==> config.mk <==
export PLATFORM = sky130hd
export DESIGN_NAME = sircu_update
export DESIGN_NICKNAME = d
export VERILOG_FILES = /design/src/sircu_pkg.sv /design/src/sircu_update.sv
export SDC_FILE = /design/constraint.sdc
export NUM_CORES = 1
export LEC_CHECK = 0
export BUFFER_PORTS_ARGS = -buffer_cell sky130_fd_sc_hd__clkbuf_2
export CORE_ASPECT_RATIO = 0.5
export CORE_MARGIN = 10
export CORE_UTILIZATION = 43
export DETAILED_ROUTE_END_ITERATION = 10
export GPL_TIMING_DRIVEN = 0
export PLACE_DENSITY = 0.95
export RECOVER_POWER = 100
export SYNTH_ARGS = -nofsm -noshare
export SYNTH_HDL_FRONTEND = slang
export SYNTH_SLANG_ARGS = --single-unit
export TNS_END_PERCENT = 100
==> constraint.sdc <==
create_clock -name vclk -period 5.25
set_clock_uncertainty 0.1 [all_clocks]
set_input_delay 1.575 -clock vclk [all_inputs]
set_output_delay 1.575 -clock vclk [all_outputs]
set_load 0.02 [all_outputs]
==> src/sircu_pkg.sv <==
// ----------------------------------------------------------------------------
// SIR contact update engine package
// Shared types, code constants and helpers for the node-state update engine.
// ----------------------------------------------------------------------------
package sircu_pkg;

    localparam int STORE_DEPTH  = 4096;
    localparam int NODE_W       = 12;
    localparam int COUNT_W      = 13;
    localparam int RAND_W       = 16;
    localparam int NODE_COUNT_DEFAULT = 4096;

    localparam logic [1:0] ST_S = 2'd0;
    localparam logic [1:0] ST_I = 2'd1;
    localparam logic [1:0] ST_R = 2'd2;

    localparam logic REQ_LOAD  = 1'b0;
    localparam logic REQ_EVENT = 1'b1;

    localparam logic [2:0] OUT_UNCHANGED = 3'd0;
    localparam logic [2:0] OUT_INFECTED  = 3'd1;
    localparam logic [2:0] OUT_RECOVERED = 3'd2;
    localparam logic [2:0] OUT_REDRAW    = 3'd3;
    localparam logic [2:0] OUT_LOADED    = 3'd4;

    localparam logic CFG_INFECT  = 1'b0;
    localparam logic CFG_RECOVER = 1'b1;

    typedef struct packed {
        logic              req_type;
        logic [NODE_W-1:0] chosen_node;
        logic [NODE_W-1:0] partner_node;
        logic [1:0]        load_state;
        logic [RAND_W-1:0] random_value;
    } sircu_req_t;

    typedef struct packed {
        logic [2:0]         outcome;
        logic [1:0]         node_state_after;
        logic [COUNT_W-1:0] count_susceptible;
        logic [COUNT_W-1:0] count_infected;
        logic [COUNT_W-1:0] count_recovered;
    } sircu_rsp_t;

    typedef struct packed {
        logic       write;
        logic       change;
        logic [1:0] new_state;
        logic [2:0] outcome;
        logic [1:0] after;
    } sircu_upd_t;

    function automatic int active_nodes(input int node_count);
        return (node_count > STORE_DEPTH) ? STORE_DEPTH : node_count;
    endfunction

endpackage

==> src/sircu_update.sv <==
// ----------------------------------------------------------------------------
// SIR update decision
// Decides the new node state and the outcome code for one load or event.
// ----------------------------------------------------------------------------
module sircu_update #(
    parameter int NODE_COUNT = sircu_pkg::NODE_COUNT_DEFAULT
) (
    input  sircu_pkg::sircu_req_t   item,
    input  logic [1:0]              cur_state,
    input  logic [1:0]              partner_state,
    input  logic [15:0]             infect_threshold,
    input  logic [15:0]             recover_threshold,
    output sircu_pkg::sircu_upd_t   upd
);
    import sircu_pkg::*;

    localparam logic [COUNT_W-1:0] ACTIVE_W = COUNT_W'(active_nodes(NODE_COUNT));

    logic       chosen_ok;
    logic       partner_ok;
    logic       go;
    logic [1:0] target;
    logic [2:0] code;

    assign chosen_ok  = {1'b0, item.chosen_node} < ACTIVE_W;
    assign partner_ok = {1'b0, item.partner_node} < ACTIVE_W;

    always_comb
    begin
        go     = 1'b0;
        target = cur_state;
        code   = OUT_UNCHANGED;
        if (item.req_type == REQ_LOAD)
        begin
            if (item.load_state <= ST_R)
            begin
                go     = 1'b1;
                target = item.load_state;
                code   = OUT_LOADED;
            end
        end
        else if (cur_state == ST_S)
        begin
            if (item.partner_node == item.chosen_node)
            begin
                code = OUT_REDRAW;
            end
            else if (partner_ok && partner_state == ST_I
                     && item.random_value <= infect_threshold)
            begin
                go     = 1'b1;
                target = ST_I;
                code   = OUT_INFECTED;
            end
        end
        else if (cur_state == ST_I)
        begin
            if (item.random_value <= recover_threshold)
            begin
                go     = 1'b1;
                target = ST_R;
                code   = OUT_RECOVERED;
            end
        end

        upd.write     = chosen_ok && go;
        upd.change    = chosen_ok && go && (target != cur_state);
        upd.new_state = target;
        upd.outcome   = chosen_ok ? code : OUT_UNCHANGED;
        upd.after     = chosen_ok ? target : ST_S;
    end

endmodule
==> impl_metrics.csv <==
group,metric,value,unit
grt,grt_pass1_vias,1534,
grt,grt_pass1_wl,6580,um
sta,finalMaxSlewViolations,0,
finish,syn2layout_area_growth,53.2,%
worst_setup_path,endpoint_kind,"output port",
drt,via_per_inst,5.27,
grt,antenna_found_initial,0,
power_and_ir_drop,swShare,50.7,%
floorplanning,core,2590,um2
sta,setup_slack,-0.0717,ns
finish,fill_cells,210,
outcome,violations,"setup timing",
grt,grtUsageTotal,14.1,%
logic_synthesis,synthCells,161,
floorplanning,fp.dieH,56.7,um
drt,drt-pass1-iter-count,4,
flow_run,max_cap_violations,0,
finish,layout.nets,362,
sta,setup_viol,1,
placement,dp_cells,284,
logic_synthesis,yosys_warnings,0,
logic_synthesis,yosys.cell_types.count,36,
power_and_ir_drop,internal_power,0.0691,mW
drt,ant_nets,0,
worst_setup_path,crit_type,"in2out",
floorplanning,initial_utilization,44.8,%
drt,drt_wl_total,4440,um
sta,max_freq,188,MHz
worst_setup_path,worst-path-max-fanout,2,
power_and_ir_drop,p_leak,0.995,nW
finish,num_antenna_cells,0,
drt,post_drt_wl_per_cell,15.5,um
sta,rsz0062_at_grt,"yes",
grt,grt_max_degree,10,
placement,port_buffers,86,
drt,vias,1507,
grt,gr-total-overflow,0,
worst_setup_path,crit_path_start_kind,"primary input",
finish,drive_gt1_share,43.4,%
logic_synthesis,syn_area,1160,um2
power_and_ir_drop,power_frac_comb,100.0,%
floorplanning,pin_count,88,
placement,hpwlAfterDp,3720,um
power_and_ir_drop,clkPwrFrac,0,%
floorplanning,num_rows,13,
worst_hold_path,hold_path.class,"in2out",
sta,hold_viol_final,0,
floorplanning,dieArea,5300,um2
sta,worst_slew_pin_slew,0.461,ns
logic_synthesis,avgSynthCellArea,7.20,um2
worst_setup_path,endpoint,"upd[5]",
clock_network,postCtsHoldBufs,0,
sta,period_minus_slack,5.32,ns
placement,place_congestion,0.828,
power_and_ir_drop,power_frac_seq,0,%
floorplanning,die_w,93.4,um
sta,slew_headroom,69.0,%
worst_setup_path,cp.arrival,3.65,ns
finish,n_clock_buffer,0,
logic_synthesis,syn-num-nets,272,
worst_setup_path,crit_required,3.58,ns
logic_synthesis,yosysSeqAreaShare,0,%
sta,hold-worst-slack,3.41,ns
power_and_ir_drop,powerDensity,79.0,nW/um2
finish,design.seq.count,0,
power_and_ir_drop,ir_drop,35.6,uV
outcome,status,"complete, but fails checks",
power_and_ir_drop,p_switching,0.0711,mW
worst_setup_path,crit_start,"item[1]",
sta,timing.final.crit_share,101,%
drt,drc,0,
drt,drt_iter0_markers,23,
finish,final_cell_count_no_fill,286,
finish,layout.area.seq,0,um2
-- worst min-delay path by stage --
stage / from / to / depth (start not counted)
detailed placement: item[17] / upd[4] / 3
finish: item[17] / upd[4] / 3
global placement: item[17] / upd[4] / 3
global route: item[17] / upd[4] / 3
CTS: item[17] / upd[4] / 3
floorplan: item[16] / upd[4] / 1
-- cell families after synthesis --
| family | share of synthesized area, % |
|---|---|
| simple gates | 19.4 |
| xor+xnor | 9.07 |
| fa+ha+maj | 34.6 |
| buf+inv | 13.6 |
| compound gates | 23.3 |
-- Yosys cell counts --
cell type	n	area [um2]
inv_1	34	128
ha_1	32	400
a21oi_1	13	65.1
xor2_1	12	105
nand4_1	8	50.1
nand2_1	7	26.3
nor2_1	7	26.3
nand3_1	5	25.0
nor4_1	4	25.0
o211ai_1	4	30.0
buf_4	3	22.5
a21o_1	2	15.0
a31oi_1	2	12.5
clkbuf_1	2	7.51
nand2b_1	2	12.5
nor2b_1	2	12.5
o21ai_0	2	10.0
o21ai_1	2	10.0
a2111oi_0	1	8.76
a2111oi_2	1	15.0
a211o_1	1	8.76
a211oi_1	1	7.51
a211oi_2	1	12.5
a21boi_0	1	7.51
a21boi_1	1	7.51
a221o_1	1	10.0
and2_0	1	6.26
nor3_1	1	5.00
nor3b_1	1	7.51
nor4_4	1	21.3
o2111ai_1	1	8.76
o21a_1	1	7.51
o22a_1	1	8.76
o2bb2ai_1	1	8.76
o41ai_2	1	16.3
or4_1	1	7.51
-- stage by stage --
step / instance area [um2] / power [mW] / util [%] / setup TNS (ns) / worst slack (ns)
4_1_cts: 1730 / 0.133 / 66.7 / -0.0966 / -0.0552
3_3_place_gp: 1640 / 0.118 / 63.2 / -0.0631 / -0.0631
2_1_floorplan: 1160 / 0.0716 / - / 0 / 0.100
5_1_grt: 1780 / 0.157 / 68.7 / -0.156 / -0.125
6_report: 1780 / 0.140 / 68.7 / -0.0717 / -0.0717
3_5_place_dp: 1640 / 0.124 / 63.2 / -0.141 / -0.0783
-- routing by layer --
layer | GRT usage, % | vias to the layer above | share of wire (%)
li1 | - | 749 | -
met1 | 15.3 | 691 | 41
met2 | 27.3 | 59 | 50
met3 | 2.65 | 8 | 6.2
met4 | 2.84 | 0 | 2.2
met5 | 0 | - | 0
-- power by group through the flow --
stage / Clock [mW] / Sequential [mW] / Combinational, mW
floorplan: 0 / 0 / 0.0716
global placement: 0 / 0 / 0.118
detailed placement: 0 / 0 / 0.124
CTS: 0 / 0 / 0.133
global route: 0 / 0 / 0.157
finish: 0 / 0 / 0.140
-- final cells by class --
| class | count | area (um2) | area share [%] |
|---|---|---|---|
| inverters | 34 | 128 | 7.19 |
| plain buffers | 5 | 30.0 | 1.69 |
| repair buffers | 88 | 475 | 26.8 |
| multi-input cells | 122 | 1100 | 61.7 |
| well taps | 37 | 46.3 | 2.61 |
-- cells in the final DEF, fill, tap and decap left out, drive strengths merged, types with 2 or more instances in the layout --
cell type   n
a2111oi     2
a211oi      2
a21boi      2
a21o        2
a21oi      13
a31oi       2
buf         7
clkbuf     86
ha         32
inv        34
nand2       7
nand2b      2
nand3       5
nand4       8
nor2        7
nor2b       2
nor4        5
o211ai      4
o21ai       4
xor2       12
-- timing repair --
action,in CTS,in global routing
pin swaps,8,6
resized for setup,15,13
endpoints found under the hold margin,0,0
endpoints found under the setup margin,4,7
setup buffers,2,0
-- worst max-delay path, cell delays in order --
cell	delay, ns
clkbuf_2	0.12
ha_4	0.24
nor2b_2	0.15
o211ai_1	0.31
a2111oi_4	0.14
or4_4	0.43
o2111ai_2	0.23
o211ai_1	0.15
buf_4	0.16
buf_4	0.15
(Power assumes the default switching activity.)
